<file path="config.mk">
export PLATFORM = sky130hd
export DESIGN_NAME = serial_line_editor_command_match
export DESIGN_NICKNAME = d
export VERILOG_FILES = /design/src/sv/sle_pkg.sv /design/src/sv/sle_front.sv /design/src/sv/sle_fifo.sv /design/src/sv/sle_back.sv /design/src/sv/serial_line_editor_command_match.sv
export VERILOG_INCLUDE_DIRS = /design/src /design/src/sv
export SDC_FILE = /design/constraint.sdc
export NUM_CORES = 1
export LEC_CHECK = 0
export BUFFER_PORTS_ARGS = -buffer_cell sky130_fd_sc_hd__buf_4
export CAP_MARGIN = 0
export CELL_PAD_IN_SITES_DETAIL_PLACEMENT = 0
export CELL_PAD_IN_SITES_GLOBAL_PLACEMENT = 1
export CORE_ASPECT_RATIO = 0.8
export CORE_UTILIZATION = 45
export CTS_CLUSTER_DIAMETER = 100
export DETAILED_ROUTE_END_ITERATION = 6
export PLACE_DENSITY = 0.75
export SYNTH_ARGS = -nofsm -noshare
export SYNTH_HDL_FRONTEND = slang
export SYNTH_SLANG_ARGS = --single-unit
</file>
<file path="constraint.sdc">
create_clock -name clk -period 4.3 [get_ports clk]
set_input_delay 0.645 -clock clk [delete_from_list [all_inputs] [get_ports clk]]
set_output_delay 0.645 -clock clk [all_outputs]
set_load 0.01 [all_outputs]
</file>
<file path="src/sv/serial_line_editor_command_match_defines.svh">
// assertion macros used by the line editor back end
`ifndef SERIAL_LINE_EDITOR_COMMAND_MATCH_DEFINES_SVH
`define SERIAL_LINE_EDITOR_COMMAND_MATCH_DEFINES_SVH

`ifndef NO_ASSERTIONS

// same-cycle implication
`define SLE_ASSERT_IMP(name, clk, rst_n, ante, cons) \
  name: assert property (@(posedge clk) disable iff (!rst_n) (ante) |-> (cons)) \
    else $error("line editor assertion failed");

// next-cycle implication
`define SLE_ASSERT_NXT(name, clk, rst_n, ante, cons) \
  name: assert property (@(posedge clk) disable iff (!rst_n) (ante) |=> (cons)) \
    else $error("line editor assertion failed");

`else

`define SLE_ASSERT_IMP(name, clk, rst_n, ante, cons)
`define SLE_ASSERT_NXT(name, clk, rst_n, ante, cons)

`endif

`endif

</file>
<file path="src/sv/sle_pkg.sv">
`timescale 1ns / 1ps
`default_nettype none

package sle_pkg;

  // terminal characters
  localparam logic [7:0] CH_BELL     = 8'h07;
  localparam logic [7:0] CH_BS       = 8'h08;
  localparam logic [7:0] CH_LF       = 8'h0A;
  localparam logic [7:0] CH_CR       = 8'h0D;
  localparam logic [7:0] CH_ESC      = 8'h1B;
  localparam logic [7:0] CH_SPACE    = 8'h20;
  localparam logic [7:0] CH_LBRACKET = 8'h5B;
  localparam logic [7:0] CH_TILDE    = 8'h7E;
  localparam logic [7:0] CH_DEL      = 8'h7F;

  // result kinds and command codes
  localparam logic       KIND_TX      = 1'b0;
  localparam logic       KIND_REPORT  = 1'b1;
  localparam logic [1:0] CMD_EMPTY    = 2'd0;
  localparam logic [1:0] CMD_HELP     = 2'd1;
  localparam logic [1:0] CMD_UNKNOWN  = 2'd2;

  // command queue geometry
  localparam int QDEPTH = 4;
  localparam int QAW    = 2;

  // escape sequence tracking
  typedef enum logic [1:0] {
    ESC_NORMAL,
    ESC_SEEN,
    ESC_CSI
  } esc_phase_t;

  // operations handed from front to back
  typedef enum logic [1:0] {
    OP_ECHO,
    OP_BELL,
    OP_ERASE,
    OP_EOL
  } op_t;

  typedef struct packed {
    op_t        kind;
    logic [7:0] data;
  } cmd_t;

  // back end sequencer
  typedef enum logic [1:0] {
    ST_IDLE,
    ST_EMIT,
    ST_SCAN,
    ST_REPORT
  } back_state_t;

  // characters of the help keyword
  function automatic logic [7:0] help_char(input logic [1:0] idx);
    logic [7:0] c;
    unique case (idx)
      2'd0: c = 8'h68;
      2'd1: c = 8'h65;
      2'd2: c = 8'h6C;
      default: c = 8'h70;
    endcase
    return c;
  endfunction

endpackage

`default_nettype wire

</file>
<file path="src/sv/sle_front.sv">
`timescale 1ns / 1ps
`default_nettype none

module sle_front #(
  parameter int LINE_DEPTH = 128,
  localparam int LW = $clog2(LINE_DEPTH)
) (
  input  wire logic          clk,
  input  wire logic          rst_n,
  input  wire logic          in_valid,
  output logic               in_ready,
  input  wire logic [7:0]    in_rx_byte,
  input  wire logic          q_full,
  output logic               q_push,
  output sle_pkg::cmd_t      q_cmd,
  output logic [LW-1:0]      q_len
);
  import sle_pkg::*;

  esc_phase_t    phase_r, phase_nxt;
  logic [LW-1:0] len_r, len_nxt;
  logic          acc;
  logic          printable;

  assign in_ready  = !q_full;
  assign acc       = in_valid && in_ready;
  assign printable = (in_rx_byte >= CH_SPACE) && (in_rx_byte <= CH_TILDE);

  // escape phase and line length
  always_ff @(posedge clk) begin
    if (!rst_n) begin
      phase_r <= ESC_NORMAL;
      len_r   <= '0;
    end else begin
      phase_r <= phase_nxt;
      len_r   <= len_nxt;
    end
  end

  // classify each accepted byte
  always_comb begin
    phase_nxt = phase_r;
    len_nxt   = len_r;
    q_push    = 1'b0;
    q_cmd     = '{kind: OP_BELL, data: CH_BELL};
    q_len     = len_r;
    if (acc) begin
      unique case (phase_r)
        ESC_SEEN: begin
          phase_nxt = (in_rx_byte == CH_LBRACKET) ? ESC_CSI : ESC_NORMAL;
        end
        ESC_CSI: begin
          phase_nxt = ESC_NORMAL;
        end
        default: begin
          phase_nxt = ESC_NORMAL;
          if (in_rx_byte == CH_ESC) begin
            phase_nxt = ESC_SEEN;
          end else if (in_rx_byte == CH_CR || in_rx_byte == CH_LF) begin
            q_push  = 1'b1;
            q_cmd   = '{kind: OP_EOL, data: in_rx_byte};
            len_nxt = '0;
          end else if (in_rx_byte == CH_BS || in_rx_byte == CH_DEL) begin
            if (len_r != '0) begin
              q_push  = 1'b1;
              q_cmd   = '{kind: OP_ERASE, data: in_rx_byte};
              len_nxt = len_r - LW'(1);
            end
          end else if (printable) begin
            q_push = 1'b1;
            if (len_r != LW'(LINE_DEPTH - 1)) begin
              q_cmd   = '{kind: OP_ECHO, data: in_rx_byte};
              len_nxt = len_r + LW'(1);
            end else begin
              q_cmd = '{kind: OP_BELL, data: CH_BELL};
            end
          end
        end
      endcase
    end
  end

endmodule

`default_nettype wire

</file>
<file path="src/sv/sle_fifo.sv">
`timescale 1ns / 1ps
`default_nettype none

module sle_fifo #(
  parameter int WIDTH = 17
) (
  input  wire logic             clk,
  input  wire logic             rst_n,
  input  wire logic             push,
  input  wire logic [WIDTH-1:0] push_data,
  input  wire logic             pop,
  output logic [WIDTH-1:0]      pop_data,
  output logic                  full,
  output logic                  empty
);
  import sle_pkg::*;

  logic [WIDTH-1:0] q_mem_r [QDEPTH];
  logic [QAW-1:0]   wr_ptr_r, rd_ptr_r;
  logic [QAW:0]     count_r;
  logic             do_push, do_pop;

  assign full     = (count_r == (QAW+1)'(QDEPTH));
  assign empty    = (count_r == '0);
  assign do_push  = push && !full;
  assign do_pop   = pop && !empty;
  assign pop_data = q_mem_r[rd_ptr_r];

  // pointers and fill count
  always_ff @(posedge clk) begin
    if (!rst_n) begin
      wr_ptr_r <= '0;
      rd_ptr_r <= '0;
      count_r  <= '0;
    end else begin
      if (do_push) wr_ptr_r <= wr_ptr_r + QAW'(1);
      if (do_pop)  rd_ptr_r <= rd_ptr_r + QAW'(1);
      if (do_push && !do_pop) count_r <= count_r + (QAW+1)'(1);
      else if (do_pop && !do_push) count_r <= count_r - (QAW+1)'(1);
    end
  end

  // entry storage
  always_ff @(posedge clk) begin
    if (do_push) q_mem_r[wr_ptr_r] <= push_data;
  end

endmodule

`default_nettype wire

</file>
<file path="src/sv/sle_back.sv">
`timescale 1ns / 1ps
`default_nettype none
`include "serial_line_editor_command_match_defines.svh"

module sle_back #(
  parameter int LINE_DEPTH = 128,
  localparam int LW = $clog2(LINE_DEPTH)
) (
  input  wire logic          clk,
  input  wire logic          rst_n,
  input  wire logic          q_empty,
  input  wire sle_pkg::cmd_t q_cmd,
  input  wire logic [LW-1:0] q_len,
  output logic               q_pop,
  output logic               out_valid,
  input  wire logic          out_ready,
  output logic               out_item_kind,
  output logic [7:0]         out_tx_byte,
  output logic [1:0]         out_command,
  output logic [6:0]         out_token_start,
  output logic [6:0]         out_token_length,
  output logic               out_last
);
  import sle_pkg::*;

  back_state_t   state_r, state_nxt;
  op_t           op_r, op_nxt;
  logic [7:0]    byte_r, byte_nxt;
  logic [LW-1:0] len_r, len_nxt;
  logic [1:0]    seq_r, seq_nxt;

  // line store and scan
  logic [7:0]    line_mem [LINE_DEPTH];
  logic [7:0]    rd_data_r;
  logic [LW-1:0] scan_addr_r, scan_addr_nxt;
  logic [LW-1:0] rd_pos_r, rd_pos_nxt;
  logic          rd_vld_r, rd_vld_nxt;
  logic          in_tok_r, in_tok_nxt;
  logic [LW-1:0] tok_start_r, tok_start_nxt;
  logic [LW-1:0] tok_len_r, tok_len_nxt;
  logic          match_r, match_nxt;
  logic          wr_en;
  logic          done_tok, done_end;

  // output register
  logic          out_valid_r, out_valid_nxt;
  logic          out_kind_r, out_kind_nxt;
  logic [7:0]    out_tx_r, out_tx_nxt;
  logic [1:0]    out_cmd_r, out_cmd_nxt;
  logic [6:0]    out_start_r, out_start_nxt;
  logic [6:0]    out_len_r, out_len_nxt;
  logic          out_last_r, out_last_nxt;
  logic          slot, out_load;

  // per-op transmit sequence
  logic [7:0]    tx_sel;
  logic          tx_fin;

  assign slot  = !out_valid_r || out_ready;
  assign wr_en = q_pop && (q_cmd.kind == OP_ECHO);

  assign done_tok = rd_vld_r && in_tok_r && (rd_data_r == CH_SPACE);
  assign done_end = !rd_vld_r && (scan_addr_r >= len_r);

  // line store: written on echo, read during the end-of-line walk
  always_ff @(posedge clk) begin
    if (wr_en) line_mem[q_len] <= q_cmd.data;
    rd_data_r <= line_mem[scan_addr_r];
  end

  // transmit byte for the current op and step
  always_comb begin
    tx_sel = CH_BELL;
    tx_fin = 1'b1;
    unique case (op_r)
      OP_ECHO:  tx_sel = byte_r;
      OP_BELL:  tx_sel = CH_BELL;
      OP_ERASE: begin
        tx_sel = (seq_r == 2'd1) ? CH_SPACE : CH_BS;
        tx_fin = (seq_r == 2'd2);
      end
      default: begin
        tx_sel = (seq_r == 2'd0) ? CH_CR : CH_LF;
        tx_fin = (seq_r != 2'd0);
      end
    endcase
  end

  // sequencer registers
  always_ff @(posedge clk) begin
    if (!rst_n) begin
      state_r     <= ST_IDLE;
      out_valid_r <= 1'b0;
      rd_vld_r    <= 1'b0;
    end else begin
      state_r     <= state_nxt;
      out_valid_r <= out_valid_nxt;
      rd_vld_r    <= rd_vld_nxt;
    end
  end

  // datapath registers
  always_ff @(posedge clk) begin
    op_r        <= op_nxt;
    byte_r      <= byte_nxt;
    len_r       <= len_nxt;
    seq_r       <= seq_nxt;
    scan_addr_r <= scan_addr_nxt;
    rd_pos_r    <= rd_pos_nxt;
    in_tok_r    <= in_tok_nxt;
    tok_start_r <= tok_start_nxt;
    tok_len_r   <= tok_len_nxt;
    match_r     <= match_nxt;
    out_kind_r  <= out_kind_nxt;
    out_tx_r    <= out_tx_nxt;
    out_cmd_r   <= out_cmd_nxt;
    out_start_r <= out_start_nxt;
    out_len_r   <= out_len_nxt;
    out_last_r  <= out_last_nxt;
  end

  // next state and outputs
  always_comb begin
    state_nxt     = state_r;
    op_nxt        = op_r;
    byte_nxt      = byte_r;
    len_nxt       = len_r;
    seq_nxt       = seq_r;
    scan_addr_nxt = scan_addr_r;
    rd_pos_nxt    = rd_pos_r;
    rd_vld_nxt    = 1'b0;
    in_tok_nxt    = in_tok_r;
    tok_start_nxt = tok_start_r;
    tok_len_nxt   = tok_len_r;
    match_nxt     = match_r;
    out_kind_nxt  = out_kind_r;
    out_tx_nxt    = out_tx_r;
    out_cmd_nxt   = out_cmd_r;
    out_start_nxt = out_start_r;
    out_len_nxt   = out_len_r;
    out_last_nxt  = out_last_r;
    q_pop         = 1'b0;
    out_load      = 1'b0;

    unique case (state_r)
      ST_IDLE: begin
        if (!q_empty) begin
          q_pop     = 1'b1;
          op_nxt    = q_cmd.kind;
          byte_nxt  = q_cmd.data;
          len_nxt   = q_len;
          seq_nxt   = 2'd0;
          state_nxt = ST_EMIT;
        end
      end

      ST_EMIT: begin
        if (slot) begin
          out_load      = 1'b1;
          out_kind_nxt  = KIND_TX;
          out_tx_nxt    = tx_sel;
          out_cmd_nxt   = CMD_EMPTY;
          out_start_nxt = '0;
          out_len_nxt   = '0;
          out_last_nxt  = tx_fin && (op_r != OP_EOL);
          seq_nxt       = seq_r + 2'd1;
          if (tx_fin) begin
            if (op_r == OP_EOL) begin
              state_nxt     = ST_SCAN;
              scan_addr_nxt = '0;
              in_tok_nxt    = 1'b0;
              tok_start_nxt = '0;
              tok_len_nxt   = '0;
              match_nxt     = 1'b0;
            end else begin
              state_nxt = ST_IDLE;
            end
          end
        end
      end

      ST_SCAN: begin
        if (done_tok || done_end) begin
          state_nxt = ST_REPORT;
        end else begin
          // issue the next read
          if (scan_addr_r < len_r) begin
            rd_vld_nxt    = 1'b1;
            rd_pos_nxt    = scan_addr_r;
            scan_addr_nxt = scan_addr_r + LW'(1);
          end
          // take the character read last cycle
          if (rd_vld_r) begin
            if (!in_tok_r) begin
              if (rd_data_r != CH_SPACE) begin
                in_tok_nxt    = 1'b1;
                tok_start_nxt = rd_pos_r;
                tok_len_nxt   = LW'(1);
                match_nxt     = (rd_data_r == help_char(2'd0));
              end
            end else begin
              tok_len_nxt = tok_len_r + LW'(1);
              if (tok_len_r < LW'(4)) begin
                match_nxt = match_r && (rd_data_r == help_char(tok_len_r[1:0]));
              end
            end
          end
        end
      end

      ST_REPORT: begin
        if (slot) begin
          out_load     = 1'b1;
          out_kind_nxt = KIND_REPORT;
          out_tx_nxt   = 8'h00;
          out_last_nxt = 1'b1;
          if (in_tok_r) begin
            out_cmd_nxt   = (tok_len_r == LW'(4) && match_r) ? CMD_HELP : CMD_UNKNOWN;
            out_start_nxt = 7'(tok_start_r);
            out_len_nxt   = 7'(tok_len_r);
          end else begin
            out_cmd_nxt   = CMD_EMPTY;
            out_start_nxt = '0;
            out_len_nxt   = '0;
          end
          state_nxt = ST_IDLE;
        end
      end

      default: state_nxt = ST_IDLE;
    endcase

    // output valid tracking
    if (out_load) out_valid_nxt = 1'b1;
    else if (out_ready) out_valid_nxt = 1'b0;
    else out_valid_nxt = out_valid_r;
  end

  assign out_valid        = out_valid_r;
  assign out_item_kind    = out_kind_r;
  assign out_tx_byte      = out_tx_r;
  assign out_command      = out_cmd_r;
  assign out_token_start  = out_start_r;
  assign out_token_length = out_len_r;
  assign out_last         = out_last_r;

  // checks
  `SLE_ASSERT_IMP(a_scan_in_line, clk, rst_n, (state_r == ST_SCAN && rd_vld_r), (rd_pos_r < len_r))
  `SLE_ASSERT_IMP(a_tok_fits, clk, rst_n, (state_r == ST_SCAN && in_tok_r), (tok_len_r <= len_r))
  `SLE_ASSERT_IMP(a_scan_holds_lf, clk, rst_n, (state_r == ST_SCAN && out_valid_r), (!out_last_r && out_tx_r == CH_LF))
  `SLE_ASSERT_NXT(a_report_last, clk, rst_n, (state_r == ST_REPORT && out_load), (out_valid_r && out_last_r && out_kind_r == KIND_REPORT))

endmodule

`default_nettype wire

</file>
<file path="src/sv/serial_line_editor_command_match.sv">
// Terminal line editor with first-token command matching.
// Input channel: in_valid/in_ready/in_rx_byte, one received terminal byte per
// transaction. Result channel: out_valid/out_ready plus item fields; each
// transaction is either a byte to transmit (item_kind 0) or a command report
// (item_kind 1), and out_last marks the final result caused by one input byte.
// A byte that causes nothing (escape sequence bytes, other control bytes,
// backspace on an empty line) produces no result transaction.
// An idle back end pops each queued command and loads its results into the
// output register; backspace gives three results, back to back while the
// receiver is ready. End of line gives CR, LF, then walks the stored line
// one character per cycle through the line store read port until the first
// token or the line ends; the command report then follows as the final
// result. A 4-entry command queue lets the input side keep accepting while
// the back end works or the receiver stalls.
// Reset clears the escape state, the line length, the queue and the output
// register; the line store keeps its contents and needs no clearing pass.
// When out_ready is low the pending result is held in the output register and
// the back end pops at most one more command; in_ready drops on a full queue.
`timescale 1ns / 1ps
`default_nettype none

module serial_line_editor_command_match #(
  parameter int LINE_DEPTH = 128
) (
  input  wire logic       clk,
  input  wire logic       rst_n,
  input  wire logic       in_valid,
  output logic            in_ready,
  input  wire logic [7:0] in_rx_byte,
  output logic            out_valid,
  input  wire logic       out_ready,
  output logic            out_item_kind,
  output logic [7:0]      out_tx_byte,
  output logic [1:0]      out_command,
  output logic [6:0]      out_token_start,
  output logic [6:0]      out_token_length,
  output logic            out_last
);
  import sle_pkg::*;

  localparam int LW = $clog2(LINE_DEPTH);
  localparam int QW = $bits(cmd_t) + LW;

  logic          q_push, q_pop, q_full, q_empty;
  cmd_t          push_cmd, pop_cmd;
  logic [LW-1:0] push_len, pop_len;
  logic [QW-1:0] pop_data;

  // front: escape tracking and classification
  sle_front #(.LINE_DEPTH(LINE_DEPTH)) u_front (
    .clk        (clk),
    .rst_n      (rst_n),
    .in_valid   (in_valid),
    .in_ready   (in_ready),
    .in_rx_byte (in_rx_byte),
    .q_full     (q_full),
    .q_push     (q_push),
    .q_cmd      (push_cmd),
    .q_len      (push_len)
  );

  // command queue between front and back
  sle_fifo #(.WIDTH(QW)) u_fifo (
    .clk       (clk),
    .rst_n     (rst_n),
    .push      (q_push),
    .push_data ({push_cmd, push_len}),
    .pop       (q_pop),
    .pop_data  (pop_data),
    .full      (q_full),
    .empty     (q_empty)
  );

  assign pop_cmd = cmd_t'(pop_data[QW-1:LW]);
  assign pop_len = pop_data[LW-1:0];

  // back: line store, echo sequences and report
  sle_back #(.LINE_DEPTH(LINE_DEPTH)) u_back (
    .clk              (clk),
    .rst_n            (rst_n),
    .q_empty          (q_empty),
    .q_cmd            (pop_cmd),
    .q_len            (pop_len),
    .q_pop            (q_pop),
    .out_valid        (out_valid),
    .out_ready        (out_ready),
    .out_item_kind    (out_item_kind),
    .out_tx_byte      (out_tx_byte),
    .out_command      (out_command),
    .out_token_start  (out_token_start),
    .out_token_length (out_token_length),
    .out_last         (out_last)
  );

endmodule

`default_nettype wire
</file>
==> results of run 1 <==
-- power by group through the flow --
stage               clock, mW  sequential [mW]  combinational (mW)
global route             10.1             14.9                7.97
floorplan                   0             15.0                4.59
detailed placement          0             15.2                7.51
CTS                      9.63             14.9                7.54
global placement            0             15.1                7.37
finish                   9.54             14.9                7.55
-- cell families after synthesis --
logic type,Yosys count,share of synthesized area
flops,1197,0.753
simple gates,445,0.0448
mux,350,0.131
compound gates,277,0.0415
buf+inv,158,0.0172
fa+ha+maj,33,0.00904
xor+xnor,18,0.00333
other cells,1,0.0000793
-- path summary, 6_finish.rpt --
path	from	endpoint	slack, ns	depth (start not counted)
hold reg to reg	u_front.phase_r[1]$_SDFFE_PN0P_	u_front.phase_r[1]$_SDFFE_PN0P_	0.45	2
setup / recovery	u_back.scan_addr_r[0]$_SDFFCE_PN0P_	u_back.rd_data_r[1]$_DFF_P_	0.76	8
hold / removal	in_valid	u_front.phase_r[1]$_SDFFE_PN0P_	0.27	3
setup reg to reg	u_back.scan_addr_r[0]$_SDFFCE_PN0P_	u_back.rd_data_r[1]$_DFF_P_	0.76	8
-- worst max-delay path, delay by kind of cell, from the launching register on --
family                 cells  cell delay [ns]
AO/OA/AOI/OAI              3             1.37
buffers and inverters      3             0.89
flip-flops                 1             0.48
multiplexers               1             0.58
AND/OR/NAND/NOR            1             0.06
-- sequential cells by signal, summed over array words and instances, names as in the netlist, 8 cells and up, named ones only --
| name | cells |
|---|---|
| u_back.out_tx_byte | 8 |
| u_back.rd_data_r | 8 |
| u_back.line_mem | 1024 |
| u_back.byte_r | 8 |
| u_fifo.q_mem_r | 68 |
-- stage by stage --
step	util	setup WS (ns)
final	0.511	0.758
after global routing	0.511	0.586
after CTS	0.511	0.722
after detailed placement	0.477	0.736
after global placement	0.477	0.687
after floorplan	-	0.935
-- per-layer routing --
layer  vias to the layer above  GRT usage  routed length, um  part of all wire
li1                      10300          -                  -                 -
met1                     12800      0.325              48700              0.43
met2                      1254      0.318              51000              0.45
met3                       187     0.0482              11500              0.10
met4                         0     0.0588               2940             0.026
met5                         -          0                  0                 0
-- cell usage after synthesis (all sizes together) (21+ instances only) --
master / number
nor2: 181
edfxtp: 1167
a21oi: 58
and2: 24
mux2: 21
a211oi: 30
o22ai: 37
o21ai: 27
dfxtp: 30
nor2b: 30
nand2: 98
mux2i: 117
clkbuf: 37
buf: 87
inv: 32
mux4: 212
ha: 31
nor3: 25
-- layout make-up --
class | count | area [sq um] | share of cell area
Clock buffer | 147 | 3060 | 0.0579
Clock inverter | 72 | 474 | 0.00897
Inverter | 34 | 129 | 0.00244
Multi-Input combinational cell | 1127 | 10900 | 0.206
Sequential cell | 1197 | 35600 | 0.674
Tap cell | 1391 | 1740 | 0.0329
Timing Repair Buffer | 108 | 936 | 0.0177
==> impl_metrics.json, run 1 <==
{
  "status": "complete, but fails checks",
  "violations": "design-rule violations",
  "cp.required_ns": 4.89,
  "place_area_sq_mm": 0.0493,
  "vias": 24500,
  "power_switching_mw": 9.74,
  "rsz0062_at_grt": "false",
  "gp_congestion": 0.888,
  "p_per_area_mw_per_mm2": 605,
  "p_seq_frac": 0.466,
  "die_height_um": 292,
  "grt_max_degree": 130,
  "leakage_nw": 16.7,
  "dieArea_sq_mm": 0.106,
  "yosys_register_bits": 1197,
  "die_w_um": 365,
  "via_per_inst": 6.01,
  "numPortBuffers": 39,
  "antenna_found_initial": 2,
  "stdcell_area_sq_mm": 0.0529,
  "h-tree-depth": 3,
  "post_cts_buffers": 0,
  "cts_buffers": 116,
  "drt_iter0_drc": 3138,
  "cts.sinks": 1197,
  "critPathLaunchType": "register",
  "synthTopCellsByArea": "edfxtp_1, mux4_2, mux2i_1",
  "final_cell_mix": "edfxtp_1, mux4_2, nor2_1, clkbuf_16, mux2i_1",
  "ys_types": 76,
  "core_area_sq_mm": 0.103,
  "ant_nets": 0,
  "dp_cells": 3857,
  "hold_viol": 0,
  "grt_use_total": 0.216,
  "worstHoldPathType": "in -> reg",
  "setup-tns-final_ns": 0,
  "clock_power_share": 0.298,
  "drt_wl_total_um": 114000,
  "synth-edff-count": 1167,
  "first_global_vias": 24300,
  "post-route-drc-count": 1,
  "layout-drive-gt1-share": 0.192,
  "layout_commonest_cell": "edfxtp_1",
  "cts_tree": "yes",
  "slowest_stage": "a2111oi_0",
  "worstMarginPinSlew_ns": 1.32,
  "synthCells": 2479,
  "async_flop_share": 0,
  "ys.warnings.count": 0,
  "p_int_mw": 22.3,
  "insertion_delay_ns": 0.70,
  "setup_viol": 0,
  "ir_worst_vdd_mv": 0.370,
  "dr.pass1.iters": 7,
  "cap_violations": 0,
  "ctsHoldBuffers": 0,
  "fp-row-count": 105,
  "cp_max_fo": 44,
  "ios": 40,
  "fin_skew_ns": 0.0357,
  "crit_arrival_ns": 4.13,
  "slew_headroom": 0.117,
  "stdcell_count": 4076,
  "critPathMaxStageDelay_ns": 0.90,
  "clkTransAtPathRegs_ns": 0.06,
  "synth_ff_type": "edfxtp_1",
  "synth_area_sq_mm": 0.0473,
  "maxSlewViolCount": 0,
  "total_power_mw": 32.0,
  "cts_resized": 0,
  "netlist.area_leader.share": 0.741,
  "hold_ws_ns": 0.269,
  "initial_core_util": 0.458,
  "nFillCells": 8195,
  "max_freq_ghz": 0.282,
  "grt_pass1_wl_um": 167000,
  "root_buffer": "clkbuf_16",
  "syn_to_final_growth_pct": 11.8,
  "path_class": "reg -> reg",
  "dp_hpwl_um": 70600,
  "ys_seq_area_frac": 0.753,
  "p_comb_frac": 0.236,
  "yosysTopAreaCell": "edfxtp_1",
  "post_drt_wl_per_cell_um": 28.0,
  "overflow": 0,
  "num_antenna_cells": 0,
  "cp-end-kind": "register",
  "cts_buffer_depth": 3,
  "swShare": 0.304,
  "final.period_utilization": 0.824,
  "cp_cell_sequence": "buf_12 -> buf_12 -> mux4_2 -> a22o_1 -> a2111oi_0 -> buf_4 -> nor3_1 -> o22a_1",
  "synth.avg_cell_area_sq_um": 19.1,
  "cpMostUsedCell": "buf_12",
  "num-nets-final": 2629,
  "fin_crit_ns": 3.54
}
Power figures use the tool's default switching activity.
==> run 2: changes to the inputs <==
clock period = 3.49 ns   (was 4.3 ns; I/O delays follow)
==> run 2 against run 1 <==
  * The run now ends clean
  * Combinational power rose by 28%
  * Clock-buffer cell count decreased by 3
  * Sequential cell count stayed put
  * First-iteration DRC count is essentially flat
  * Hold slack got worse by 0.15 ns
  * Utilization grew 1.7 points
  * Design area rose by 3.4%
  * Critical endpoint unchanged
  * Largest power group unchanged
  * Highest routed layer is now met5
==> impl_metrics.json, run 2 (synthesis gave the netlist of run 1 again) <==
{
  "status": "completed",
  "grt_use_total": 0.216,
  "post_cts_buffers": 0,
  "antenna_found_initial": 3,
  "first_global_vias": 24500,
  "cts_resized": 0,
  "largest_reg_flops": 1024,
  "largest-register": "u_back.line_mem",
  "cap_violations": 0,
  "nFillCells": 7939,
  "cts_buffer_depth": 3,
  "cts_tree": "yes",
  "fin_util": 0.529,
  "stdcell_count": 4234,
  "core_area_sq_mm": 0.103,
  "h-tree-depth": 3,
  "dp_cells": 4022,
  "layout-drive-gt1-share": 0.246,
  "leakage_nw": 17.9,
  "ir_worst_vdd_mv": 0.456,
  "syn_to_final_growth_pct": 15.5,
  "via_per_inst": 5.93,
  "fp-row-count": 105,
  "critPathLaunchType": "register",
  "ctsHoldBuffers": 0,
  "slew_headroom": 0.365,
  "clkTransAtPathRegs_ns": 0.06,
  "num-nets-final": 2792,
  "final.period_utilization": 0.934,
  "post_drt_wl_per_cell_um": 27.1,
  "fin_skew_ns": 0.0391,
  "ant_nets": 0,
  "dp_hpwl_um": 72600,
  "drt_iter0_drc": 3137,
  "cts_buffers": 114,
  "hold_viol": 0,
  "p_per_area_mw_per_mm2": 747,
  "setup_slack_ns": 0.231,
  "initial_core_util": 0.458,
  "worstHoldPathType": "in -> reg",
  "reg.largest.list": "u_back.line_mem x1024, u_fifo.q_mem_r x68",
  "grt_pass1_wl_um": 168000,
  "max_freq_ghz": 0.307,
  "place_ws_ns": 0.186,
  "gp_congestion": 0.864,
  "fin_crit_ns": 3.26,
  "hold_ws_ns": 0.114,
  "numPortBuffers": 39,
  "post-route-drc-count": 0,
  "crit_arrival_ns": 3.83,
  "rsz0062_at_grt": "false",
  "setup-tns-final_ns": 0,
  "worstMarginPinSlew_ns": 0.953,
  "layout_commonest_cell": "edfxtp_1",
  "die_w_um": 365,
  "path_class": "reg -> reg",
  "grt_max_degree": 130,
  "cp-end-kind": "register",
  "cp.required_ns": 4.06,
  "setup_viol": 0,
  "final_cell_mix": "edfxtp_1, buf_4, mux4_2, nor2_1",
  "dieArea_sq_mm": 0.106,
  "ios": 40,
  "overflow": 0,
  "dr.pass1.iters": 5,
  "root_buffer": "clkbuf_16",
  "cp_max_fo": 36,
  "cts.sinks": 1197,
  "drt_wl_total_um": 115000,
  "insertion_delay_ns": 0.70,
  "vias": 25100,
  "die_height_um": 292,
  "maxSlewViolCount": 0
}
==> run 2: changes by cell type in the layout (fill, tap and decap cells not counted), moves of 2 or more <==
| cell | change |
|---|---|
| clkinv_2 | -4 |
| buf_12 | +12 |
| clkinv_1 | -18 |
| clkinv_4 | +2 |
| clkbuf_1 | -9 |
| bufinv_16 | +14 |
| clkbuf_8 | +7 |
| buf_4 | +153 |
==> run 2: per-layer routing <==
metal | vias to the layer above | routed length [um] | GRT usage
li1 | 10600 | - | -
met2 | 1260 | 51700 | 0.317
met5 | - | 13 | 0
met1 | 13100 | 49500 | 0.331
met3 | 165 | 11000 | 0.0440
met4 | 2 | 2500 | 0.0531
==> run 2: power breakdown <==
group | total, mW | switching [mW] | internal, mW
combinational | 9.68 | 6.42 | 3.27
sequential | 18.3 | 0.364 | 17.9
clock | 12.9 | 5.26 | 7.61
total | 40.9 | 12.0 | 28.8
==> run 2: metrics by stage <==
| stage | area (sq um) | power (mW) |
|---|---|---|
| after floorplan | 47300 | 24.2 |
| after global placement | 50700 | 28.0 |
| after detailed placement | 50700 | 28.2 |
| after CTS | 54700 | 41.0 |
| after global routing | 54700 | 42.1 |
| final | 54700 | 40.9 |
==> run 2: worst max-delay path, cell delays in order, from the launching register on <==
cell and delay [ns]:
edfxtp_1 0.41, buf_12 0.28, buf_12 0.25, mux4_2 0.51, a22o_1 0.28, a2111oi_0 0.78, nor3_1 0.20, o22a_1 0.31
==> run 2: path summary, 6_finish.rpt <==
| check | end | cells past startpoint | slack (ns) | start |
|---|---|---|---|---|
| hold reg to reg | u_front.phase_r[1]$_SDFFE_PN0P_ | 2 | 0.46 | u_front.phase_r[1]$_SDFFE_PN0P_ |
| setup reg to reg | u_back.rd_data_r[1]$_DFF_P_ | 7 | 0.23 | u_back.scan_addr_r[0]$_SDFFCE_PN0P_ |
| hold / removal | u_front.phase_r[1]$_SDFFE_PN0P_ | 3 | 0.11 | in_valid |
| setup / recovery | u_back.rd_data_r[1]$_DFF_P_ | 7 | 0.23 | u_back.scan_addr_r[0]$_SDFFCE_PN0P_ |
==> run 2: cell type report <==
class,instances,area [sq um],area share
flip-flops and latches,1197,35600,0.652
multi-input cells,1127,10900,0.199
clock buffers,144,3100,0.0567
repair buffers,273,2320,0.0425
well taps,1391,1740,0.0318
clock inverters,67,827,0.0151
inverters,34,129,0.00236
diodes,1,2.50,0.0000458
